File: config.mk
export PLATFORM = sky130hd
export DESIGN_NAME = stream_prefetcher_unit
export DESIGN_NICKNAME = d
export VERILOG_FILES = /design/src/rtl/core/sp_pkg.sv /design/src/rtl/core/sp_ctrl.sv /design/src/rtl/core/sp_datapath.sv /design/src/rtl/core/stream_prefetcher_unit.sv
export SDC_FILE = /design/constraint.sdc
export NUM_CORES = 2
export LEC_CHECK = 0
export BUFFER_PORTS_ARGS = -buffer_cell sky130_fd_sc_hd__buf_2
export CORE_UTILIZATION = 35
export CTS_CLUSTER_SIZE = 14
export DETAILED_ROUTE_END_ITERATION = 8
export PLACE_DENSITY = 0.55
export SYNTH_ARGS = -nofsm -noshare
export SYNTH_HDL_FRONTEND = slang
export SYNTH_SLANG_ARGS = --single-unit
File: constraint.sdc
create_clock -name clk -period 14.1 [get_ports clk]
set_input_delay 1.41 -clock clk [delete_from_list [all_inputs] [get_ports clk]]
set_output_delay 1.41 -clock clk [all_outputs]
set_load 0.01 [all_outputs]
File: src/rtl/core/sp_pkg.sv
// stream prefetcher package: sizes, codes, controller/datapath command and status types
// no dependencies; imported by every module of the block
package sp_pkg;

  // table and result sizing
  localparam int TABLE_ENTRIES = 8;
  localparam int MAX_DEGREE    = 8;
  localparam int MAX_RESULTS   = 8;
  localparam int GAP_LINES     = 4;

  localparam int DEG_LIM = (MAX_DEGREE < MAX_RESULTS) ? MAX_DEGREE : MAX_RESULTS;
  localparam int IDX_W   = (TABLE_ENTRIES > 1) ? $clog2(TABLE_ENTRIES) : 1;
  localparam int DEG_W   = $clog2(DEG_LIM + 1);
  localparam int CNT_W   = (IDX_W > DEG_W) ? IDX_W : DEG_W;

  // field widths
  localparam int ADDR_W     = 64;
  localparam int CONF_W     = 4;
  localparam int CFG_IDX_W  = 3;
  localparam int CFG_DATA_W = 8;

  // operating modes
  localparam logic [1:0] MODE_NONE   = 2'd0;
  localparam logic [1:0] MODE_NEXT   = 2'd1;
  localparam logic [1:0] MODE_STREAM = 2'd2;

  // stream direction codes
  typedef logic [1:0] dir_t;
  localparam dir_t DIR_ZERO = 2'b00;
  localparam dir_t DIR_POS  = 2'b01;
  localparam dir_t DIR_NEG  = 2'b11;

  // configuration register indexes
  localparam logic [CFG_IDX_W-1:0] CFG_MODE       = 3'd0;
  localparam logic [CFG_IDX_W-1:0] CFG_DEGREE     = 3'd1;
  localparam logic [CFG_IDX_W-1:0] CFG_LINE_SHIFT = 3'd2;
  localparam logic [CFG_IDX_W-1:0] CFG_PAGE_SHIFT = 3'd3;
  localparam logic [CFG_IDX_W-1:0] CFG_CONF_THR   = 3'd4;
  localparam logic [CFG_IDX_W-1:0] CFG_CONF_MAX   = 3'd5;

  // controller to datapath
  typedef struct packed {
    logic             load;
    logic             prep;
    logic             train_step;
    logic             alloc;
    logic             init_next;
    logic             init_stream;
    logic             step;
    logic             flush;
    logic [IDX_W-1:0] idx;
  } sp_cmd_t;

  // datapath to controller
  typedef struct packed {
    logic             mode_next;
    logic             mode_stream;
    logic             deg_zero;
    logic [DEG_W-1:0] deg;
    logic             hit;
    logic             found;
    logic             dir_zero;
  } sp_status_t;

endpackage

File: src/rtl/core/sp_ctrl.sv
// stream prefetcher controller: sequences load, table training, search and issue
// depends on sp_pkg (command and status types)
module sp_ctrl (
  input  logic               clk,
  input  logic               rst_n,
  input  logic               start,
  output logic               busy,
  input  sp_pkg::sp_status_t status,
  output sp_pkg::sp_cmd_t    cmd
);
  import sp_pkg::*;

  localparam logic [2:0] S_IDLE   = 3'd0;
  localparam logic [2:0] S_DECIDE = 3'd1;
  localparam logic [2:0] S_ROUTE  = 3'd2;
  localparam logic [2:0] S_TRAIN  = 3'd3;
  localparam logic [2:0] S_ALLOC  = 3'd4;
  localparam logic [2:0] S_FIND   = 3'd5;
  localparam logic [2:0] S_EMIT   = 3'd6;
  localparam logic [2:0] S_FLUSH  = 3'd7;

  localparam logic [CNT_W-1:0] LAST_IDX = CNT_W'(TABLE_ENTRIES - 1);

  logic [2:0]       state_r, state_nxt;
  logic [CNT_W-1:0] cnt_r, cnt_nxt;
  logic             cnt_at_deg;

  assign busy       = (state_r != S_IDLE);
  assign cnt_at_deg = (cnt_r == CNT_W'(status.deg));

  // next state and commands
  always_comb begin
    state_nxt = state_r;
    cnt_nxt   = cnt_r;
    cmd       = '0;
    cmd.idx   = cnt_r[IDX_W-1:0];
    case (state_r)
      S_IDLE: begin
        if (start) begin
          cmd.load  = 1'b1;
          cnt_nxt   = '0;
          state_nxt = S_DECIDE;
        end
      end
      S_DECIDE: begin
        cmd.prep  = 1'b1;
        state_nxt = S_ROUTE;
      end
      S_ROUTE: begin
        cnt_nxt = '0;
        if (status.mode_stream) begin
          state_nxt = S_TRAIN;
        end else if (status.mode_next && !status.deg_zero) begin
          cmd.init_next = 1'b1;
          cnt_nxt       = CNT_W'(1);
          state_nxt     = S_EMIT;
        end else begin
          state_nxt = S_FLUSH;
        end
      end
      S_TRAIN: begin
        cmd.train_step = 1'b1;
        if (status.hit) begin
          cnt_nxt   = '0;
          state_nxt = S_FIND;
        end else if (cnt_r == LAST_IDX) begin
          state_nxt = S_ALLOC;
        end else begin
          cnt_nxt = cnt_r + CNT_W'(1);
        end
      end
      S_ALLOC: begin
        cmd.alloc = 1'b1;
        cnt_nxt   = '0;
        state_nxt = S_FIND;
      end
      S_FIND: begin
        if (status.found) begin
          if (!status.dir_zero && !status.deg_zero) begin
            cmd.init_stream = 1'b1;
            cnt_nxt         = CNT_W'(1);
            state_nxt       = S_EMIT;
          end else begin
            state_nxt = S_FLUSH;
          end
        end else if (cnt_r == LAST_IDX) begin
          state_nxt = S_FLUSH;
        end else begin
          cnt_nxt = cnt_r + CNT_W'(1);
        end
      end
      S_EMIT: begin
        cmd.step = 1'b1;
        if (cnt_at_deg) begin
          state_nxt = S_FLUSH;
        end else begin
          cnt_nxt = cnt_r + CNT_W'(1);
        end
      end
      S_FLUSH: begin
        cmd.flush = 1'b1;
        state_nxt = S_IDLE;
      end
      default: begin
        state_nxt = S_IDLE;
      end
    endcase
  end

  // state registers
  always_ff @(posedge clk) begin
    if (!rst_n) begin
      state_r <= S_IDLE;
      cnt_r   <= '0;
    end else begin
      state_r <= state_nxt;
      cnt_r   <= cnt_nxt;
    end
  end

endmodule

File: src/rtl/core/sp_datapath.sv
// stream prefetcher datapath: config registers, stream table, address math, result register
// depends on sp_pkg (widths, codes, command and status types)
module sp_datapath (
  input  logic                             clk,
  input  logic                             rst_n,
  input  logic                             cfg_valid,
  input  logic [sp_pkg::CFG_IDX_W-1:0]     cfg_index,
  input  logic [sp_pkg::CFG_DATA_W-1:0]    cfg_data,
  input  logic [sp_pkg::ADDR_W-1:0]        in_miss_addr,
  input  sp_pkg::sp_cmd_t                  cmd,
  output sp_pkg::sp_status_t               status,
  output logic                             out_valid,
  output logic [sp_pkg::ADDR_W-1:0]        out_prefetch_addr,
  output logic                             out_has_prefetch,
  output logic                             out_last
);
  import sp_pkg::*;

  // configuration
  logic [1:0]        mode_r;
  logic [3:0]        degree_r;
  logic [3:0]        line_shift_r;
  logic [4:0]        page_shift_r;
  logic [CONF_W-1:0] conf_thr_r;
  logic [CONF_W-1:0] conf_max_r;

  // per-item values
  logic [ADDR_W-1:0] addr_r, line_r, lsz_r, neg_lsz_r, line_gap_r, gap2_r, page_mask_r;
  logic [ADDR_W-1:0] prep_lsz, prep_line, prep_gap;

  // stream table
  logic [TABLE_ENTRIES-1:0] ent_valid_r;
  logic [ADDR_W-1:0]        ent_line_r [TABLE_ENTRIES];
  dir_t                     ent_dir_r  [TABLE_ENTRIES];
  logic [CONF_W-1:0]        ent_conf_r [TABLE_ENTRIES];

  // allocation trackers
  logic              free_found_r;
  logic [IDX_W-1:0]  free_idx_r, min_idx_r, slot;
  logic [CONF_W-1:0] min_conf_r;

  // current entry evaluation
  logic              cur_valid;
  logic [ADDR_W-1:0] cur_line, d, e;
  dir_t              cur_dir;
  logic [CONF_W-1:0] cur_conf, conf_bump;
  logic [CONF_W:0]   conf_inc;
  logic              same_pg, is_pos, is_neg, is_near, hit;
  logic [DEG_W-1:0]  deg_sat;

  // issue
  logic [ADDR_W-1:0] pf_r, pend_r;
  logic              dir_neg_r, filter_r, pend_valid_r, cand_ok;

  // output register
  logic              out_valid_r, out_has_r, out_last_r;
  logic [ADDR_W-1:0] out_addr_r;

  // config writes
  always_ff @(posedge clk) begin
    if (!rst_n) begin
      mode_r       <= MODE_NONE;
      degree_r     <= 4'd2;
      line_shift_r <= 4'd6;
      page_shift_r <= 5'd12;
      conf_thr_r   <= 4'd2;
      conf_max_r   <= 4'd4;
    end else if (cfg_valid) begin
      case (cfg_index)
        CFG_MODE:       mode_r       <= cfg_data[1:0];
        CFG_DEGREE:     degree_r     <= cfg_data[3:0];
        CFG_LINE_SHIFT: line_shift_r <= cfg_data[3:0];
        CFG_PAGE_SHIFT: page_shift_r <= cfg_data[4:0];
        CFG_CONF_THR:   conf_thr_r   <= cfg_data[CONF_W-1:0];
        CFG_CONF_MAX:   conf_max_r   <= cfg_data[CONF_W-1:0];
        default: ;
      endcase
    end
  end

  // degree clamp
  always_comb begin
    if (int'(degree_r) > DEG_LIM) begin
      deg_sat = DEG_W'(DEG_LIM);
    end else begin
      deg_sat = DEG_W'(degree_r);
    end
  end

  // line size, line address and gap window
  assign prep_lsz  = ADDR_W'(1) << line_shift_r;
  assign prep_line = addr_r & ({ADDR_W{1'b1}} << line_shift_r);
  assign prep_gap  = prep_lsz * ADDR_W'(GAP_LINES);

  always_ff @(posedge clk) begin
    if (cmd.load) begin
      addr_r <= in_miss_addr;
    end
    if (cmd.prep) begin
      line_r      <= prep_line;
      lsz_r       <= prep_lsz;
      neg_lsz_r   <= ADDR_W'(0) - prep_lsz;
      line_gap_r  <= prep_line + prep_gap;
      gap2_r      <= prep_gap + prep_gap;
      page_mask_r <= {ADDR_W{1'b1}} << page_shift_r;
    end
  end

  // read the entry under the scan index
  assign cur_valid = ent_valid_r[cmd.idx];
  assign cur_line  = ent_line_r[cmd.idx];
  assign cur_dir   = ent_dir_r[cmd.idx];
  assign cur_conf  = ent_conf_r[cmd.idx];

  // delta tests against the miss line
  assign same_pg = cur_valid && (((cur_line ^ addr_r) & page_mask_r) == '0);
  assign d       = line_r - cur_line;
  assign e       = line_gap_r - cur_line;
  assign is_pos  = (d == lsz_r) && (cur_dir != DIR_NEG);
  assign is_neg  = (d == neg_lsz_r) && (cur_dir != DIR_POS);
  assign is_near = (e <= gap2_r);
  assign hit     = same_pg && (is_pos || is_neg || is_near);

  // saturating confidence increment
  assign conf_inc  = {1'b0, cur_conf} + (CONF_W+1)'(1);
  assign conf_bump = (conf_inc > {1'b0, conf_max_r}) ? conf_max_r : conf_inc[CONF_W-1:0];

  assign slot = free_found_r ? free_idx_r : min_idx_r;

  // valid bits
  always_ff @(posedge clk) begin
    if (!rst_n) begin
      ent_valid_r <= '0;
    end else if (cmd.train_step && hit && !is_pos && !is_neg && (cur_conf <= CONF_W'(1))) begin
      ent_valid_r[cmd.idx] <= 1'b0;
    end else if (cmd.alloc) begin
      ent_valid_r[slot] <= 1'b1;
    end
  end

  // entry contents: training update or allocation
  always_ff @(posedge clk) begin
    if (cmd.train_step && hit) begin
      if (is_pos) begin
        ent_line_r[cmd.idx] <= line_r;
        ent_dir_r[cmd.idx]  <= DIR_POS;
        ent_conf_r[cmd.idx] <= conf_bump;
      end else if (is_neg) begin
        ent_line_r[cmd.idx] <= line_r;
        ent_dir_r[cmd.idx]  <= DIR_NEG;
        ent_conf_r[cmd.idx] <= conf_bump;
      end else if (cur_conf <= CONF_W'(1)) begin
        ent_conf_r[cmd.idx] <= '0;
      end else begin
        ent_conf_r[cmd.idx] <= cur_conf - CONF_W'(1);
      end
    end else if (cmd.alloc) begin
      ent_line_r[slot] <= line_r;
      ent_dir_r[slot]  <= DIR_ZERO;
      ent_conf_r[slot] <= CONF_W'(1);
    end
  end

  // first free entry and least confident entry, gathered during the scan
  always_ff @(posedge clk) begin
    if (cmd.prep) begin
      free_found_r <= 1'b0;
      free_idx_r   <= '0;
      min_idx_r    <= '0;
      min_conf_r   <= '1;
    end else if (cmd.train_step) begin
      if (!cur_valid && !free_found_r) begin
        free_found_r <= 1'b1;
        free_idx_r   <= cmd.idx;
      end
      if (cur_valid && (cur_conf < min_conf_r)) begin
        min_conf_r <= cur_conf;
        min_idx_r  <= cmd.idx;
      end
    end
  end

  // candidate stays on the miss page unless next-line mode
  assign cand_ok = !filter_r || (((pf_r ^ addr_r) & page_mask_r) == '0);

  // prefetch walk with one pending item so the final one can be marked
  always_ff @(posedge clk) begin
    if (cmd.init_next) begin
      pf_r      <= line_r + lsz_r;
      dir_neg_r <= 1'b0;
      filter_r  <= 1'b0;
    end else if (cmd.init_stream) begin
      pf_r      <= line_r + ((cur_dir == DIR_NEG) ? neg_lsz_r : lsz_r);
      dir_neg_r <= (cur_dir == DIR_NEG);
      filter_r  <= 1'b1;
    end else if (cmd.step) begin
      pf_r <= pf_r + (dir_neg_r ? neg_lsz_r : lsz_r);
    end
    if (cmd.step && cand_ok) begin
      pend_r <= pf_r;
    end
  end

  always_ff @(posedge clk) begin
    if (!rst_n) begin
      pend_valid_r <= 1'b0;
    end else if (cmd.load) begin
      pend_valid_r <= 1'b0;
    end else if (cmd.step && cand_ok) begin
      pend_valid_r <= 1'b1;
    end
  end

  // result register, one cycle strobe
  always_ff @(posedge clk) begin
    if (!rst_n) begin
      out_valid_r <= 1'b0;
    end else begin
      out_valid_r <= cmd.flush || (cmd.step && cand_ok && pend_valid_r);
    end
  end

  always_ff @(posedge clk) begin
    if (cmd.flush) begin
      out_addr_r <= pend_valid_r ? pend_r : '0;
      out_has_r  <= pend_valid_r;
      out_last_r <= 1'b1;
    end else if (cmd.step && cand_ok && pend_valid_r) begin
      out_addr_r <= pend_r;
      out_has_r  <= 1'b1;
      out_last_r <= 1'b0;
    end
  end

  // status to controller
  always_comb begin
    status             = '0;
    status.mode_next   = (mode_r == MODE_NEXT);
    status.mode_stream = (mode_r == MODE_STREAM);
    status.deg         = deg_sat;
    status.deg_zero    = (deg_sat == '0);
    status.hit         = hit;
    status.found       = same_pg && (cur_conf >= conf_thr_r);
    status.dir_zero    = (cur_dir == DIR_ZERO);
  end

  assign out_valid         = out_valid_r;
  assign out_prefetch_addr = out_addr_r;
  assign out_has_prefetch  = out_has_r;
  assign out_last          = out_last_r;

endmodule

File: src/rtl/core/stream_prefetcher_unit.sv
// stream prefetcher top level: controller plus datapath
// depends on sp_pkg, sp_ctrl, sp_datapath
//
// One miss address is taken per command (start while busy is low) and answered with one
// or more prefetch line addresses, one per out_valid strobe, the final one flagged by
// out_last; an empty answer is a single strobe with out_has_prefetch low. The receiver
// cannot stall, so every strobed item must be captured in its cycle. An item keeps the
// block busy through the decide, route and flush states, with degree emit steps added
// in next-line mode; stream mode adds a training scan, an allocation when nothing hits,
// a find scan and the emit steps. Results leave through a registered output, at most
// one per cycle, and the final item (or the empty answer) is strobed in the first cycle
// in which busy is low. The time an item takes is set by the table being scanned one
// entry per cycle through a single read port, once to train and once to find an issuing
// stream, and by one address adder stepping out the prefetch lines. Configuration writes
// are always accepted (cfg_ready is tied high) and must be made while busy is low.
module stream_prefetcher_unit (
  input  logic                          clk,
  input  logic                          rst_n,
  input  logic                          start,
  output logic                          busy,
  input  logic [sp_pkg::ADDR_W-1:0]     in_miss_addr,
  output logic                          out_valid,
  output logic [sp_pkg::ADDR_W-1:0]     out_prefetch_addr,
  output logic                          out_has_prefetch,
  output logic                          out_last,
  input  logic                          cfg_valid,
  output logic                          cfg_ready,
  input  logic [sp_pkg::CFG_IDX_W-1:0]  cfg_index,
  input  logic [sp_pkg::CFG_DATA_W-1:0] cfg_data
);
  import sp_pkg::*;

  sp_cmd_t    cmd;
  sp_status_t status;

  assign cfg_ready = 1'b1;

  // sequencing
  sp_ctrl u_ctrl (
    .clk    (clk),
    .rst_n  (rst_n),
    .start  (start),
    .busy   (busy),
    .status (status),
    .cmd    (cmd)
  );

  // table, address math and result register
  sp_datapath u_datapath (
    .clk               (clk),
    .rst_n             (rst_n),
    .cfg_valid         (cfg_valid),
    .cfg_index         (cfg_index),
    .cfg_data          (cfg_data),
    .in_miss_addr      (in_miss_addr),
    .cmd               (cmd),
    .status            (status),
    .out_valid         (out_valid),
    .out_prefetch_addr (out_prefetch_addr),
    .out_has_prefetch  (out_has_prefetch),
    .out_last          (out_last)
  );

endmodule

==> flow_summary.yaml <==
status:
  status: "completed"
die:
  fp.dieH_um: 427
  core-area_mm2: 0.179
  io_pins: 148
  die-area_mm2: 0.182
  row_count: 155
  die_w_um: 427
  start_util_pct: 35.3
synthesis:
  yosysUniqueCellTypes: 105
  ys_seq_elements: 1077
  synth_edf_count: 1020
  synth_top_area_share_pct: 48.5
  yosys.area.top_type: "edfxtp_1"
  seq_area_frac_synth_pct: 50.3
  synthTopCellsByArea: "edfxtp_1 (48%), ha_1 (6.3%), mux4_2 (5.1%)"
  synth.avg_cell_area_um2: 11.4
  yosysMostFrequentCell: "edfxtp_1"
  yosys_warnings: 0
  synth_area_mm2: 0.0632
  async_reset_ff_share_pct: 0
  syn_inst: 5528
  synth_flop_cell: "edfxtp_1"
  synth_common_cells: "edfxtp_1 (1020), a21oi_1 (403), nand2_1 (395), nor2_1 (386)"
critical_path:
  cp_max_fo: 46
  cpLargestDelayFamily: "compound AO/OA/AOI/OAI gates"
  rr_endpoint: "u_datapath.ent_line_r[0][54]"
  critPathKind: "flop to flop"
  worst_r2r_path_depth: 23
  worstPathArrival_ns: 12.21
  crit_path_end_kind: "flop"
  cp.required_ns: 14.50
  cp_common_cell: "buf_4"
  slowest_stage: "a2111oi_1"
  reg2reg_slack_ns: 2.29
  cp_num_buf_inv: 5
  max_stage_delay_ns: 1.13
  crit_path_start_kind: "flop"
  cp_cell_sequence: "buf_4 > buf_4 > mux4_2 > mux2i_1 > ha_1 > nand2_1 > o21ai_0 > a21oi_1 > a31oi_1 > nand4_1 > a2111oi_0 > buf_4 > nand4b_1 > nor4_1 > nand4_1 > a2111oi_1 > and2_1 > a211oi_2 > nor3_1 > a31oi_1 > buf_4 > nor3b_2 > buf_4"
drt:
  routed_via_density: 5.88
  dr.pass1.iters: 6
  vias: 47900
  drc: 0
  detail-route-antenna-nets: 0
  first_iter_violations: 5025
  routed_wl_mm: 239
  routedWlPerCell_um: 29.3
hold_path:
  min_delay_path_depth: 2
  hold_path_class: "flop to flop"
  hold_path.startpoint: "u_datapath.out_last"
  hold_end: "u_datapath.out_last"
grt:
  grt_max_degree: 99
  grt_usage_pct: 25.7
  antenna_found_initial: 12
  grt_pass1_vias: 45600
  overflow: 0
  grt_pass1_wl_mm: 335
clocking:
  cts_resized: 0
  h-tree-depth: 3
  insertion_delay_ns: 0.81
  cts_max_path_buffers: 3
  holdBufCountCts: 0
  numCtsBuffers: 117
  postCtsSetupRepairBufs: 0
  cts_num_sinks: 1077
  cts.clk_slew.worst_paths_ns: 0.06
  cts_tree: "built"
  cts_root_buf: "clkbuf_16"
cells_and_area:
  design_area_mm2: 0.0711
  fillers: 17200
  seq_area_mm2: 0.0318
  drive_gt1_share_pct: 11.8
  area_delta_synth_final_pct: 12.5
  fin_nets: 6096
  multi_input_area_mm2: 0.0301
sta:
  totalNegativeSetupSlack_ns: 0
  tightest_slew_ns: 1.40
  holdWs_ns: 0.464
  setup_viol: 0
  fmax_mhz: 84.7
  skew_ns: 0.0573
  post-route-min-period_ns: 11.81
  rsz0062_at_grt: "false"
  setup_ws_ns: 2.29
  slew_headroom_pct: 6.21
  post-route-period-util_pct: 83.7
  hold_viol_final: 0
  finalMaxSlewViolations: 0
power:
  seqPwrFrac_pct: 31.1
  power_leakage_uw: 0.0252
  ir_drop_mv: 0.149
  switching_share_pct: 43.4
  p_sw_uw: 6410
  comb_power_share_pct: 47.4
  internal_power_uw: 8360
  power_density_mw_per_mm2: 208
  clock_power_share_pct: 21.5
placed_design:
  portBuffers: 143
  place.gp.congestion: 0.985
  placed_area_mm2: 0.0672
  dp_hpwl_mm: 182
  dp_slack_ns: 2.70
flow_run:
  drv_cap: 0
## registers in the layout (all words and copies together), names as in the netlist, 31 cells and up, named ones only
register	flops
u_datapath.ent_conf_r	32
u_datapath.out_prefetch_addr	64
u_datapath.line_gap_r	64
u_datapath.ent_line_r	512
u_datapath.line_r	62
u_datapath.page_mask_r	31
u_datapath.pend_r	64
u_datapath.addr_r	64
u_datapath.neg_lsz_r	31
u_datapath.pf_r	64
## how the worst max path moves through the flow
| stage | from | end | slack (ns) | cells after the start |
|---|---|---|---|---|
| after floorplan | flop | u_datapath.ent_dir_r[0][0] | 1.90 | 26 |
| after global placement | flop | u_datapath.ent_line_r[2][45] | 2.92 | 23 |
| after detailed placement | flop | u_datapath.ent_line_r[0][45] | 2.70 | 23 |
| after CTS | flop | u_datapath.ent_line_r[0][54] | 2.62 | 23 |
| after global routing | flop | u_datapath.ent_line_r[0][58] | 2.17 | 23 |
| final | flop | u_datapath.ent_line_r[0][54] | 2.29 | 23 |
## final cells by class
class,instances,share of cell area (%)
flip-flops and latches,1077,44.7
multi-input cells,4066,42.3
clock buffers,138,4.23
inverters,164,0.876
well taps,2355,4.14
clock inverters,77,1.30
repair buffers,267,2.47
diodes,2,0.00704
## power groups by stage
stage	Sequential, uW	Combinational [uW]	Clock (uW)
floorplan	4490	4530	0
global placement	4640	6800	0
detailed placement	4650	6790	0
CTS	4590	6840	3240
global route	4610	7460	3350
finish	4590	7000	3180
## cell usage in the layout (no fill, tap or decap), types with 143 or more instances in the layout
cell | synthesis | routed
xnor2_1 | 319 | 319
edfxtp_1 | 1020 | 1020
nand2_1 | 395 | 393
xor2_1 | 160 | 160
ha_1 | 319 | 319
buf_2 | 19 | 143
o21ai_0 | 277 | 277
a21oi_1 | 403 | 402
nor2_1 | 386 | 380
inv_1 | 162 | 162
## per-layer routing
layer / track usage, % / vias up / routed length [um]
met5: 0 / - / 277
met4: 10.2 / 10 / 10700
met3: 4.29 / 398 / 15500
met2: 40.8 / 1879 / 109000
met1: 34.8 / 24200 / 104000
li1: - / 21500 / -
## through the flow
stage / std cells / power, uW / util, %
4_1_cts: 8144 / 14700 / 39.7
3_5_place_dp: 7929 / 11400 / 37.5
3_3_place_gp: 7929 / 11400 / 37.5
2_1_floorplan: 5535 / 9020 / -
6_report: 8146 / 14800 / 39.7
5_1_grt: 8144 / 15400 / 39.7
## cells by family (layout without fill, tap and decap cells)
kind of cell	after synthesis	in the layout	share of synthesized area, %
simple gates	1586	1586	12.5
compound gates	1392	1392	14.2
flops	1077	1077	50.3
xor+xnor	492	492	7.10
buf+inv	392	646	2.43
fa+ha+maj	324	324	6.47
mux	264	264	7.01
other cells	1	10	0.00593
## worst reg2reg max path, cell delays in order (launching register included)
cell	delay, ns
dfxtp_4	0.70
buf_4	0.59
buf_4	0.88
mux4_2	0.67
mux2i_1	0.57
ha_1	0.54
nand2_1	0.14
o21ai_0	0.51
a21oi_1	0.38
a31oi_1	0.61
nand4_1	0.19
a2111oi_0	0.89
buf_4	0.25
nand4b_1	0.18
nor4_1	0.53
nand4_1	0.19
a2111oi_1	1.13
and2_1	0.38
a211oi_2	0.11
nor3_1	0.20
a31oi_1	0.07
buf_4	0.24
nor3b_2	0.81
buf_4	0.56
(Power assumes the default switching activity.)
